## src/b64c_pkg.sv

```systemverilog
// Shared types, character constants and alphabet functions of the base64 codec.
package b64c_pkg;

	localparam logic [7:0] PAD_CHAR = 8'h3d;
	localparam logic [7:0] NUL_CHAR = 8'h00;
	localparam logic [7:0] SPC_CHAR = 8'h20;
	localparam logic [7:0] TAB_CHAR = 8'h09;
	localparam logic [7:0] LF_CHAR  = 8'h0a;
	localparam logic [7:0] CR_CHAR  = 8'h0d;

	localparam logic [0:0] MODE_ENCODE = 1'b0;
	localparam logic [0:0] MODE_DECODE = 1'b1;

	typedef struct packed {
		logic [7:0] data_byte;
		logic       msg_last;
	} in_item_t;

	typedef struct packed {
		logic [7:0] out_byte;
		logic       byte_valid;
		logic       run_last;
		logic       msg_end;
		logic       stopped_invalid;
	} out_item_t;

	// Work handed from the front to the back: up to four result bytes, first in the top byte
	typedef struct packed {
		logic [31:0] data;
		logic [2:0]  count;
		logic        bare;
		logic        msg_end;
		logic        stop_inv;
	} job_t;

	typedef struct packed {
		logic       ok;
		logic [5:0] value;
	} sixtet_t;

	// Map a sixtet to its alphabet character
	function automatic logic [7:0] enc_char(input logic [5:0] s);
		logic [7:0] c;
		if (s < 6'd26) begin
			c = 8'h41 + {2'b00, s};
		end else if (s < 6'd52) begin
			c = 8'h61 + {2'b00, s - 6'd26};
		end else if (s < 6'd62) begin
			c = 8'h30 + {2'b00, s - 6'd52};
		end else if (s == 6'd62) begin
			c = 8'h2b;
		end else begin
			c = 8'h2f;
		end
		return c;
	endfunction

	// Turn a 24-bit group into four characters; sixtets past nchars are padded
	function automatic logic [31:0] enc_group(input logic [23:0] bits, input logic [1:0] nchars);
		logic [31:0] r;
		r = '0;
		for (int k = 0; k < 4; k++) begin
			if (k <= int'(nchars)) begin
				r[31 - 8*k -: 8] = enc_char(bits[23 - 6*k -: 6]);
			end else begin
				r[31 - 8*k -: 8] = PAD_CHAR;
			end
		end
		return r;
	endfunction

	// Map an alphabet character back to its sixtet
	function automatic sixtet_t dec_sixtet(input logic [7:0] c);
		sixtet_t s;
		s.ok = 1'b1;
		s.value = '0;
		if (c inside {[8'h41:8'h5a]}) begin
			s.value = 6'(c - 8'h41);
		end else if (c inside {[8'h61:8'h7a]}) begin
			s.value = 6'(c - 8'h61 + 8'd26);
		end else if (c inside {[8'h30:8'h39]}) begin
			s.value = 6'(c - 8'h30 + 8'd52);
		end else if (c == 8'h2b) begin
			s.value = 6'd62;
		end else if (c == 8'h2f) begin
			s.value = 6'd63;
		end else begin
			s.ok = 1'b0;
		end
		return s;
	endfunction

	function automatic logic is_blank(input logic [7:0] c);
		return c inside {SPC_CHAR, TAB_CHAR, LF_CHAR, CR_CHAR};
	endfunction

endpackage

```

## src/b64c_front.sv

```systemverilog
// Front of the base64 codec: mode register, group state and per-request job building.
module b64c_front (
	input  logic              clk,
	input  logic              arst_n,
	input  logic              cfg_valid,
	output logic              cfg_ready,
	input  logic              cfg_data,
	input  logic              accept,
	input  b64c_pkg::in_item_t in_data,
	output b64c_pkg::job_t    job,
	output logic              job_push
);
	import b64c_pkg::*;

	logic        mode_q;
	logic [23:0] group_bits_q;
	logic [1:0]  group_count_q;
	logic        term_q;
	logic        inv_q;

	logic [23:0] gb_n;
	logic [1:0]  gc_n;
	logic        term_n;
	logic        inv_n;

	logic [7:0]  c;
	logic        last;
	logic [2:0]  cnt;
	logic [23:0] enc_bits;
	logic [23:0] tail_bits;
	logic [23:0] dec_bits;
	sixtet_t     sx;
	logic        flush;

	assign cfg_ready = 1'b1;
	assign job_push  = accept && (job.count != 3'd0);

	// Work out the results of the request and the next group state
	always_comb begin
		c         = in_data.data_byte;
		last      = in_data.msg_last;
		job       = '0;
		gb_n      = group_bits_q;
		gc_n      = group_count_q;
		term_n    = term_q;
		inv_n     = inv_q;
		cnt       = {1'b0, group_count_q} + 3'd1;
		enc_bits  = {group_bits_q[15:0], c};
		tail_bits = (cnt == 3'd1) ? {c, 16'h0000} : {enc_bits[15:0], 8'h00};
		dec_bits  = '0;
		sx        = dec_sixtet(c);
		flush     = 1'b0;
		if (mode_q == MODE_ENCODE) begin
			if (cnt >= 3'd3) begin
				job.data  = enc_group(enc_bits, 2'd3);
				job.count = 3'd4;
				gb_n      = '0;
				gc_n      = '0;
			end else if (last) begin
				job.data  = enc_group(tail_bits, cnt[1:0]);
				job.count = 3'd4;
				gb_n      = '0;
				gc_n      = '0;
			end else begin
				gb_n = enc_bits;
				gc_n = cnt[1:0];
			end
		end else if (!term_q) begin
			if (!is_blank(c)) begin
				if (c == PAD_CHAR || c == NUL_CHAR) begin
					flush  = 1'b1;
					term_n = 1'b1;
				end else if (!sx.ok) begin
					gb_n   = '0;
					gc_n   = '0;
					inv_n  = 1'b1;
					term_n = 1'b1;
				end else begin
					dec_bits = {group_bits_q[17:0], sx.value};
					if (cnt == 3'd4) begin
						job.data  = {dec_bits, 8'h00};
						job.count = 3'd3;
						gb_n      = '0;
						gc_n      = '0;
					end else begin
						gb_n = dec_bits;
						gc_n = cnt[1:0];
					end
				end
			end
			// A message end without pad flushes like one
			if (last && !term_n) begin
				flush = 1'b1;
			end
			if (flush) begin
				case (gc_n)
					2'd2: begin
						job.data  = {gb_n[11:4], 24'h000000};
						job.count = 3'd1;
					end
					2'd3: begin
						job.data  = {gb_n[17:10], gb_n[9:2], 16'h0000};
						job.count = 3'd2;
					end
					default: begin
					end
				endcase
				gb_n = '0;
				gc_n = '0;
			end
		end
		// Close the message: bare marker if nothing else, then clear the state
		if (last) begin
			if (job.count == 3'd0) begin
				job.count = 3'd1;
				job.bare  = 1'b1;
			end
			job.msg_end  = 1'b1;
			job.stop_inv = (mode_q == MODE_DECODE) && inv_n;
			gb_n   = '0;
			gc_n   = '0;
			term_n = 1'b0;
			inv_n  = 1'b0;
		end
	end

	// Hold mode and group state; a register write abandons any message
	always_ff @(posedge clk or negedge arst_n) begin
		if (!arst_n) begin
			mode_q        <= MODE_ENCODE;
			group_bits_q  <= '0;
			group_count_q <= '0;
			term_q        <= 1'b0;
			inv_q         <= 1'b0;
		end else if (cfg_valid && cfg_ready) begin
			mode_q        <= cfg_data;
			group_bits_q  <= '0;
			group_count_q <= '0;
			term_q        <= 1'b0;
			inv_q         <= 1'b0;
		end else if (accept) begin
			group_bits_q  <= gb_n;
			group_count_q <= gc_n;
			term_q        <= term_n;
			inv_q         <= inv_n;
		end
	end

endmodule

```

## src/b64c_jobq.sv

```systemverilog
// Short queue of jobs between the front and the back of the base64 codec.
module b64c_jobq #(
	parameter int DEPTH = 2
) (
	input  logic           clk,
	input  logic           arst_n,
	input  logic           wr_en,
	input  b64c_pkg::job_t wr_job,
	output logic           full,
	input  logic           rd_en,
	output logic           head_valid,
	output b64c_pkg::job_t head
);
	import b64c_pkg::*;

	localparam int PTR_W = (DEPTH > 1) ? $clog2(DEPTH) : 1;
	localparam int CNT_W = $clog2(DEPTH + 1);

	job_t             slot_q [DEPTH];
	logic [PTR_W-1:0] wr_ptr_q;
	logic [PTR_W-1:0] rd_ptr_q;
	logic [CNT_W-1:0] count_q;

	assign full       = (count_q == CNT_W'(DEPTH));
	assign head_valid = (count_q != '0);
	assign head       = slot_q[rd_ptr_q];

	// Store the incoming job
	always_ff @(posedge clk) begin
		if (wr_en) begin
			slot_q[wr_ptr_q] <= wr_job;
		end
	end

	// Advance pointers and occupancy
	always_ff @(posedge clk or negedge arst_n) begin
		if (!arst_n) begin
			wr_ptr_q <= '0;
			rd_ptr_q <= '0;
			count_q  <= '0;
		end else begin
			if (wr_en) begin
				wr_ptr_q <= (wr_ptr_q == PTR_W'(DEPTH - 1)) ? '0 : wr_ptr_q + 1'b1;
			end
			if (rd_en) begin
				rd_ptr_q <= (rd_ptr_q == PTR_W'(DEPTH - 1)) ? '0 : rd_ptr_q + 1'b1;
			end
			if (wr_en && !rd_en) begin
				count_q <= count_q + 1'b1;
			end else if (rd_en && !wr_en) begin
				count_q <= count_q - 1'b1;
			end
		end
	end

endmodule

```

## src/b64c_back.sv

```systemverilog
// Back of the base64 codec: splits each job into results behind an output register.
module b64c_back (
	input  logic              clk,
	input  logic              arst_n,
	input  logic              head_valid,
	input  b64c_pkg::job_t    head,
	output logic              deq,
	output logic              empty,
	input  logic              pop,
	output b64c_pkg::out_item_t out_data
);
	import b64c_pkg::*;

	out_item_t   out_q;
	logic        out_valid_q;
	logic [1:0]  idx_q;
	logic        load;
	logic        is_last;
	logic [31:0] shifted;
	out_item_t   res;

	assign empty    = !out_valid_q;
	assign out_data = out_q;
	assign load     = head_valid && (!out_valid_q || pop);
	assign is_last  = (({1'b0, idx_q} + 3'd1) == head.count);
	assign deq      = load && is_last;
	assign shifted  = head.data << {idx_q, 3'b000};

	// Pick the current result of the head job
	always_comb begin
		res.out_byte        = head.bare ? 8'h00 : shifted[31:24];
		res.byte_valid      = !head.bare;
		res.run_last        = is_last;
		res.msg_end         = is_last && head.msg_end;
		res.stopped_invalid = is_last && head.stop_inv;
	end

	// Load the output register
	always_ff @(posedge clk) begin
		if (load) begin
			out_q <= res;
		end
	end

	// Track output occupancy and position within the job
	always_ff @(posedge clk or negedge arst_n) begin
		if (!arst_n) begin
			out_valid_q <= 1'b0;
			idx_q       <= '0;
		end else begin
			if (load) begin
				out_valid_q <= 1'b1;
				idx_q       <= is_last ? 2'd0 : idx_q + 2'd1;
			end else if (pop) begin
				out_valid_q <= 1'b0;
			end
		end
	end

endmodule

```

## src/base64_codec.sv

```systemverilog
// Top level of the base64 codec: front, job queue and back.
// Base64 (standard alphabet) encoder/decoder on a byte stream; the mode register picks the
// direction (0 encode, 1 decode) and any write to it abandons a message in progress. An input
// request is taken in every cycle while the job queue between front and back has room; the
// front turns each request into at most one job of up to four results. The back drains one
// result per cycle through its output register unless a result waits to be popped, so the
// output port sets the sustained rate: four characters per three bytes when encoding, three
// bytes per four characters when decoding. The first result of a request passes through
// the job queue and then the output register. Write the mode only when the block is idle.
module base64_codec #(
	parameter int QUEUE_DEPTH = 2
) (
	input  logic                clk,
	input  logic                arst_n,
	input  logic                cfg_valid,
	output logic                cfg_ready,
	input  logic                cfg_data,
	input  logic                push,
	output logic                full,
	input  b64c_pkg::in_item_t  in_data,
	output logic                empty,
	input  logic                pop,
	output b64c_pkg::out_item_t out_data
);
	import b64c_pkg::*;

	job_t job;
	logic job_push;
	logic q_full;
	logic head_valid;
	job_t head;
	logic deq;
	logic accept;

	assign full   = q_full;
	assign accept = push && !q_full;

	b64c_front u_front (
		.clk       (clk),
		.arst_n    (arst_n),
		.cfg_valid (cfg_valid),
		.cfg_ready (cfg_ready),
		.cfg_data  (cfg_data),
		.accept    (accept),
		.in_data   (in_data),
		.job       (job),
		.job_push  (job_push)
	);

	b64c_jobq #(
		.DEPTH (QUEUE_DEPTH)
	) u_jobq (
		.clk        (clk),
		.arst_n     (arst_n),
		.wr_en      (job_push),
		.wr_job     (job),
		.full       (q_full),
		.rd_en      (deq),
		.head_valid (head_valid),
		.head       (head)
	);

	b64c_back u_back (
		.clk        (clk),
		.arst_n     (arst_n),
		.head_valid (head_valid),
		.head       (head),
		.deq        (deq),
		.empty      (empty),
		.pop        (pop),
		.out_data   (out_data)
	);

endmodule

```

## config.mk

```make
export PLATFORM = sky130hd
export DESIGN_NAME = base64_codec
export DESIGN_NICKNAME = d
export VERILOG_FILES = /design/src/b64c_pkg.sv /design/src/b64c_front.sv /design/src/b64c_jobq.sv /design/src/b64c_back.sv /design/src/base64_codec.sv
export SDC_FILE = /design/constraint.sdc
export NUM_CORES = 1
export LEC_CHECK = 0
export ABC_AREA = 1
export BUFFER_PORTS_ARGS = -buffer_cell sky130_fd_sc_hd__clkbuf_2
export CAP_MARGIN = 10
export CORE_AREA = 3 3 163 165
export CTS_CLUSTER_DIAMETER = 80
export DETAILED_ROUTE_END_ITERATION = 10
export DIE_AREA = 0 0 166 168
export PLACE_DENSITY = 0.57
export SYNTH_ARGS = -nofsm -noshare
export SYNTH_HDL_FRONTEND = slang
export SYNTH_HIERARCHICAL = 1
export SYNTH_SLANG_ARGS = --single-unit
```

## constraint.sdc

```tcl
create_clock -name clk -period 5 [get_ports clk]
set_input_delay 0.25 -clock clk [delete_from_list [all_inputs] [get_ports clk]]
set_output_delay 0.25 -clock clk [all_outputs]
set_load 0.05 [all_outputs]
```

==> impl_metrics.py, run 1 <==
metrics = {
    "status": {
        "status": "complete, no violations",
    },
    "synthesis": {
        "avgSynthCellArea_um2": 7.85,
        "synth_cell_type_count": 58,
        "ys_seq_elements": 118,
        "synthArstFlopShare_pct": 25.4,
        "synthCells": 1281,
        "synthFlopType": "edfxtp_1",
        "seq_area_frac_synth_pct": 33.7,
        "synth_edf_count": 88,
        "yosys_warnings": 6,
        "netlist_area_um2": 10100,
        "syn-num-nets": 1373,
    },
    "sta": {
        "setup_viol": 0,
        "final.period_utilization_pct": 75.4,
        "fin_worst_skew_ns": 0.0102,
        "worstMarginPinSlew_ns": 0.984,
        "slew_headroom_pct": 34.4,
        "hold_viol_final": 0,
        "clock.fmax_mhz": 265,
        "fin_tns_setup_ns": 0,
        "finalCriticalPeriod_ns": 3.77,
        "slew_violations": 0,
        "rsz0062_at_grt": "no",
    },
    "floorplanning": {
        "io_pins": 30,
        "die-area_um2": 27900,
        "core_area_um2": 25200,
        "die_w_um": 166,
        "start_util_pct": 39.9,
        "row_count": 58,
        "die_h_um": 168,
    },
    "clock_network": {
        "ctsLongestPathBuffers": 2,
        "tritoncts": "done",
        "path_clk_slew_ns": 0.06,
        "clock-sinks": 118,
        "htreeDepth": 4,
        "clock_latency_ns": 0.41,
        "cts_made_buffers": 17,
        "cts-root-buf": "clkbuf_16",
    },
    "placed_design": {
        "hpwl_mm": 22.5,
        "dp.cells": 1609,
        "routabilityCongestion": 0.952,
        "placed_area_um2": 10500,
        "io_buffers": 28,
    },
    "drt": {
        "first_pass_iters": 6,
        "viasPerCell": 5.38,
        "drt-initial-drc-count": 752,
        "drc": 0,
        "wl_per_cell_um": 18.2,
        "num_vias": 8839,
        "routed_wirelength_mm": 29.9,
        "ant_nets": 0,
    },
    "finish": {
        "stdcell_area_um2": 11100,
        "n_antenna_cell": 0,
        "area_growth_pct": 10.5,
        "multi_input_area_um2": 5770,
        "layout-drive-gt1-share_pct": 12.1,
        "final_common_cell": "nand2_1",
        "seq_area_um2": 3390,
        "fin_nets": 1391,
        "nFillCells": 2535,
        "most-common-layout-cells": "nand2_1 (282), inv_1 (158), o21ai_0 (98)",
        "instances_no_fill": 1642,
    },
    "global_route": {
        "grt_pass1_vias": 8416,
        "grt_usage_pct": 21.3,
        "grt_pass1_wl_mm": 47.5,
        "grt_antenna_before_repair": 0,
        "grt_max_degree": 40,
        "grt_overflow": 0,
    },
    "critical_path": {
        "cp-start-kind": "flop",
        "critPathMaxFanout": 14,
        "criticalPathCategory": "reg -> reg",
        "critPathLaunch": "u_front/group_count_q[0]$_DFFE_PN0P_",
        "critPathCaptureType": "flop",
        "r2r_start": "u_front/group_count_q[0]$_DFFE_PN0P_",
        "arrival_ns": 4.03,
        "cp.required_ns": 5.26,
    },
    "hold_path": {
        "hold_start": "cfg_data",
        "hp-class": "in -> reg",
    },
    "power": {
        "powerDensity_nw_per_um2": 402,
        "power.total_w": 0.00447,
        "peakVddDrop_uv": 397,
        "leakage_nw": 4.79,
    },
    "flow_run": {
        "max-cap-violations": 0,
    },
}
[through the flow]
step                worst slack [ns]  util, %  hold slack [ns]
floorplan                      0.391        -          -0.0456
global placement                1.04     41.5            0.420
detailed placement             0.927     41.5            0.406
CTS                             1.26     44.1           0.0509
global route                   0.919     44.1           0.0833
finish                          1.23     44.1           0.0598
[per-layer routing]
metal	track usage [%]	vias up	part of all wire, %
met1	30.3	4158	47
met4	3.44	0	0.76
met5	0	-	0
met3	3.55	18	6.3
li1	-	4376	-
met2	35.0	287	46
[Yosys cell counts, types with 19 or more instances]
master | number | share of area, %
nand2_1 | 282 | 11
inv_1 | 158 | 5.9
o21ai_0 | 98 | 4.9
nor2_1 | 97 | 3.6
edfxtp_1 | 88 | 26
ha_1 | 77 | 9.6
a21oi_1 | 71 | 3.5
nand3_1 | 52 | 2.6
xor2_1 | 36 | 3.1
dfrtp_1 | 30 | 7.5
mux2_2 | 28 | 3.1
o211ai_1 | 27 | 2.0
clkbuf_1 | 19 | 0.71
[power breakdown]
part	total, W	internal [W]	switching, W	leakage, nW
Combinational	0.00168	0.000562	0.00112	3.26
Sequential	0.00147	0.00129	0.000176	1.22
Clock	0.00132	0.000867	0.000455	0.315
Total	0.00447	0.00272	0.00175	4.79
[sequential cells by signal, indices dropped and copies added (netlist names)]
signal	flops
u_front/group_count_q	2
u_back/idx_q	2
u_jobq/wr_ptr_q	1
u_back/out_valid_q	1
u_front/term_q	1
u_jobq/slot_q	76
u_back/out_data	12
u_jobq/rd_ptr_q	1
u_front/mode_q	1
u_front/inv_q	1
u_front/group_bits_q	18
u_jobq/count_q	2
[final cells by class]
class,count,area share (%)
Timing Repair Buffer,40,2.21
Tap cell,330,3.71
Clock buffer,19,4.08
Multi-Input combinational cell,950,51.9
Sequential cell,118,30.5
Clock inverter,13,1.74
Inverter,172,5.83
[final timing paths]
path / end / slack, ns / cells past startpoint
hold / removal: u_front/mode_q$_DFFE_PN0P_ / 0.06 / 3
max in group asynchronous: u_jobq/rd_ptr_q$_DFFE_PN0P_ / 3.87 / 2
min in group asynchronous: u_front/group_count_q[1]$_DFFE_PN0P_ / 0.50 / 2
setup / recovery: u_jobq/slot_q[0][36]$_DFFE_PP_ / 1.23 / 14
setup reg to reg: u_jobq/slot_q[0][36]$_DFFE_PP_ / 1.23 / 14
hold reg to reg: u_jobq/count_q[1]$_DFFE_PN0P_ / 0.49 / 2
[critical path: stages (launching register included)]
cell     delay, ns
dfrtp_1       0.43
inv_1         0.18
ha_1          0.67
nand2_1       0.22
o21ai_1       0.39
inv_1         0.21
ha_1          0.28
nor2_4        0.19
inv_1         0.14
or2_1         0.28
o21ai_1       0.13
a31oi_1       0.06
nor2_1        0.17
o21ai_1       0.10
nand2_1       0.16
[kinds of logic after synthesis]
group	count (synthesis)	synth area share, %
mux	38	4.63
buf+inv	213	9.03
flops	118	33.7
fa+ha+maj	77	9.58
other cells	1	0.0373
xor+xnor	48	4.18
compound gates	289	16.9
simple gates	497	21.9
[what timing repair did]
action,CTS,global route
setup buffers,0,0
hold buffers,1,0
resized for setup,0,0
endpoints found under the hold margin,30,0
Note: power is estimated with default switching activity, not from simulation.
==> inputs of run 2 (changes only) <==
--- a/config.mk
+++ b/config.mk
@@ -5,13 +5,13 @@
 export SDC_FILE = /design/constraint.sdc
 export NUM_CORES = 1
 export LEC_CHECK = 0
-export ABC_AREA = 1
+export ABC_AREA = 0
 export BUFFER_PORTS_ARGS = -buffer_cell sky130_fd_sc_hd__clkbuf_2
 export CAP_MARGIN = 10
-export CORE_AREA = 3 3 163 165
+export CORE_AREA = 3 3 160 162
 export CTS_CLUSTER_DIAMETER = 80
 export DETAILED_ROUTE_END_ITERATION = 10
-export DIE_AREA = 0 0 166 168
+export DIE_AREA = 0 0 163 165
 export PLACE_DENSITY = 0.57
 export SYNTH_ARGS = -nofsm -noshare
 export SYNTH_HDL_FRONTEND = slang
==> constraint.sdc (replaced) <==
create_clock -name clk -period 3.79 [get_ports clk]
set_input_delay 0.1895 -clock clk [delete_from_list [all_inputs] [get_ports clk]]
set_output_delay 0.1895 -clock clk [all_outputs]
set_load 0.05 [all_outputs]
==> run 2 against run 1 <==
Effect of this change:
- non-clock buffer count is 43 higher
- routed wire length decreased by 5.9%
- power is 23% higher
- register-to-register slack worse by 0.92 ns
- clock power grew 26%
- setup slack lost 0.92 ns
- synthesized area fell by 3.3%
- via count down 10%
- critical path type unchanged
- critical endpoint is now u_jobq/slot_q[0][22]$_DFFE_PP_
- largest power group unchanged
==> impl_metrics.py, run 2 <==
metrics = {
    "clock_network": {
        "cts_setup_buffers": 0,
        "path_clk_slew_ns": 0.05,
        "clock_latency_ns": 0.41,
        "htreeDepth": 4,
        "tritoncts": "done",
        "clock-sinks": 118,
        "cts_made_buffers": 17,
        "ctsLongestPathBuffers": 2,
        "cts-root-buf": "clkbuf_16",
    },
    "sta": {
        "hold_viol_final": 0,
        "fin_worst_skew_ns": 0.0106,
        "fin_tns_setup_ns": 0,
        "worstMarginPinSlew_ns": 0.901,
        "setup_viol": 0,
        "rsz0062_at_grt": "no",
        "fin_ws_ns": 0.309,
        "slew_violations": 0,
        "finalCriticalPeriod_ns": 3.48,
        "final.period_utilization_pct": 91.8,
        "clock.fmax_mhz": 287,
        "slew_headroom_pct": 39.9,
    },
    "synthesis": {
        "netlist.area_leader.share_pct": 27.2,
        "ys_seq_elements": 118,
        "synth_cell_type_count": 83,
        "avgSynthCellArea_um2": 9.67,
        "synthAdderAreaFrac_pct": 9.91,
        "synth_top_family_by_area": "compound AO/OA/AOI/OAI gates",
        "syn-num-nets": 1098,
        "ys_top_cells_by_area": "edfxtp_1 (27%), ha_1 (9.9%), dfrtp_1 (7.7%), xnor2_1 (4.0%), mux2_2 (3.5%)",
        "synth-simple-area-share_pct": 13.0,
        "synth_xor_area_share_pct": 7.19,
        "yosys_warnings": 6,
        "synth.most_common_cell": "edfxtp_1",
        "synth_common_cells": "edfxtp_1 (88), nand2_1 (79), ha_1 (77)",
        "synthCells": 1006,
        "synthArstFlopShare_pct": 25.4,
        "seq_area_frac_synth_pct": 34.9,
        "synth_top_area_cell": "edfxtp_1",
        "synth_edf_count": 88,
        "synthMuxAreaShare_pct": 8.25,
        "synth-compound-area-share_pct": 21.6,
        "netlist_area_um2": 9720,
        "synthFlopType": "edfxtp_1",
    },
    "drt": {
        "drt-initial-drc-count": 638,
        "viasPerCell": 5.75,
        "routed_wirelength_mm": 28.1,
        "first_pass_iters": 5,
        "num_vias": 7917,
        "drc": 0,
        "ant_nets": 0,
        "wl_per_cell_um": 20.4,
    },
    "floorplanning": {
        "die-area_um2": 26900,
        "core_area_um2": 24200,
        "row_count": 57,
        "die_h_um": 165,
        "die_w_um": 163,
        "start_util_pct": 40.1,
        "io_pins": 30,
    },
    "global_route": {
        "grt_pass1_wl_mm": 44.5,
        "grt_usage_pct": 21.3,
        "grt_overflow": 0,
        "grt_max_degree": 39,
        "grt_antenna_before_repair": 0,
        "grt_pass1_vias": 7772,
    },
    "placed_design": {
        "hpwl_mm": 21.0,
        "io_buffers": 28,
        "dpl_worst_slack_ns": 0.262,
        "dp.cells": 1343,
        "routabilityCongestion": 0.912,
    },
    "finish": {
        "largest_register_ffs": 76,
        "fin_nets": 1131,
        "top_register": "u_jobq/slot_q",
        "nFillCells": 2361,
        "final_common_cell": "edfxtp_1",
        "area_growth_pct": 13.0,
        "layout-drive-gt1-share_pct": 17.6,
        "most-common-layout-cells": "edfxtp_1 (88), nand2_1 (79), ha_1 (77)",
        "n_antenna_cell": 0,
        "instances_no_fill": 1376,
    },
    "hold_path": {
        "hp-class": "in -> reg",
    },
    "critical_path": {
        "cp-start-kind": "flop",
        "worst_path_largest_cell_delay_ns": 0.46,
        "cp.required_ns": 3.89,
        "critPathCaptureType": "flop",
        "critPathMaxFanout": 9,
        "cp_cell_sequence": "inv_1 -> ha_1 -> nand2b_1 -> ha_1 -> or3_1 -> a21oi_1 -> o21ai_0 -> a222oi_1 -> o21ai_1",
        "cpMaxStageDelayCell": "or3_1",
        "crit_path_frequent_cell": "ha_1",
        "arrival_ns": 3.58,
        "criticalPathCategory": "reg -> reg",
        "worst-path-buf-inv": 1,
        "cp_top_family": "compound AO/OA/AOI/OAI gates",
    },
    "power": {
        "power.total_w": 0.00550,
        "powerDensity_nw_per_um2": 500,
        "leakage_nw": 4.21,
        "peakVddDrop_uv": 405,
    },
    "flow_run": {
        "max-cap-violations": 0,
    },
    "status": {
        "status": "complete, no violations",
    },
}
[run 2: worst paths after layout]
| check | cells after the start | endpoint | startpoint | slack (ns) |
|---|---|---|---|---|
| max | 9 | u_jobq/slot_q[0][22]$_DFFE_PP_ | u_front/group_count_q[1]$_DFFE_PN0P_ | 0.31 |
| min | 3 | u_front/mode_q$_DFFE_PN0P_ | cfg_data | 0.03 |
| max reg2reg | 9 | u_jobq/slot_q[0][22]$_DFFE_PP_ | u_front/group_count_q[1]$_DFFE_PN0P_ | 0.31 |
| min reg2reg | 1 | u_jobq/count_q[1]$_DFFE_PN0P_ | u_jobq/count_q[1]$_DFFE_PN0P_ | 0.48 |
| max in group asynchronous | 2 | u_jobq/rd_ptr_q$_DFFE_PN0P_ | arst_n | 2.75 |
| min in group asynchronous | 2 | u_back/out_valid_q$_DFFE_PN0P_ | arst_n | 0.43 |
[run 2: through the flow]
step | cell area [um^2] | hold WS, ns | utilization, %
4_1_cts | 11000 | 0.0253 | 45.3
3_3_place_gp | 10400 | 0.353 | 42.8
2_1_floorplan | 9730 | -0.106 | -
6_report | 11000 | 0.0253 | 45.3
5_1_grt | 11000 | 0.0278 | 45.3
3_5_place_dp | 10400 | 0.348 | 42.8
[run 2: area by class of cell]
cell class,count,area [um^2],share of cell area [%]
clock inverter,13,178,1.62
sequential,118,3390,30.9
tap,324,405,3.69
inverter,41,154,1.40
clock buffer,19,433,3.94
multi-input combinational,778,5850,53.2
timing repair buffer,83,581,5.28
[run 2: repair_timing]
action,4_1_cts,5_1_grt
resized for setup,0,0
setup endpoints to repair,0,0
hold buffers,1,0
hold endpoints to repair,30,0
[run 2: cells by family (layout without fill, tap and decap cells)]
family / after synthesis / after routing
compound gates: 303 / 303
fa+ha+maj: 77 / 77
other cells: 1 / 1
simple gates: 257 / 257
buf+inv: 110 / 156
xor+xnor: 79 / 79
mux: 61 / 61
flops: 118 / 118
[run 2: worst min-delay path: stages]
cell and delay, ns:
clkbuf_2 0.10, nand2_1 0.05, o21ai_0 0.06
[run 2: layer usage]
| metal | up-vias | GRT usage (%) | wire length [um] |
|---|---|---|---|
| met3 | 46 | 4.59 | 2000 |
| met1 | 3807 | 29.2 | 12500 |
| met5 | - | 0 | 0 |
| li1 | 3805 | - | - |
| met2 | 259 | 34.0 | 13000 |
| met4 | 0 | 6.65 | 649 |
[run 2: power by group]
group	switching, W	total, W	internal, W	leakage, nW
sequential	0.000131	0.00184	0.00171	1.23
combinational	0.00119	0.00200	0.000802	2.68
clock	0.000566	0.00166	0.00110	0.297
total	0.00189	0.00550	0.00361	4.21
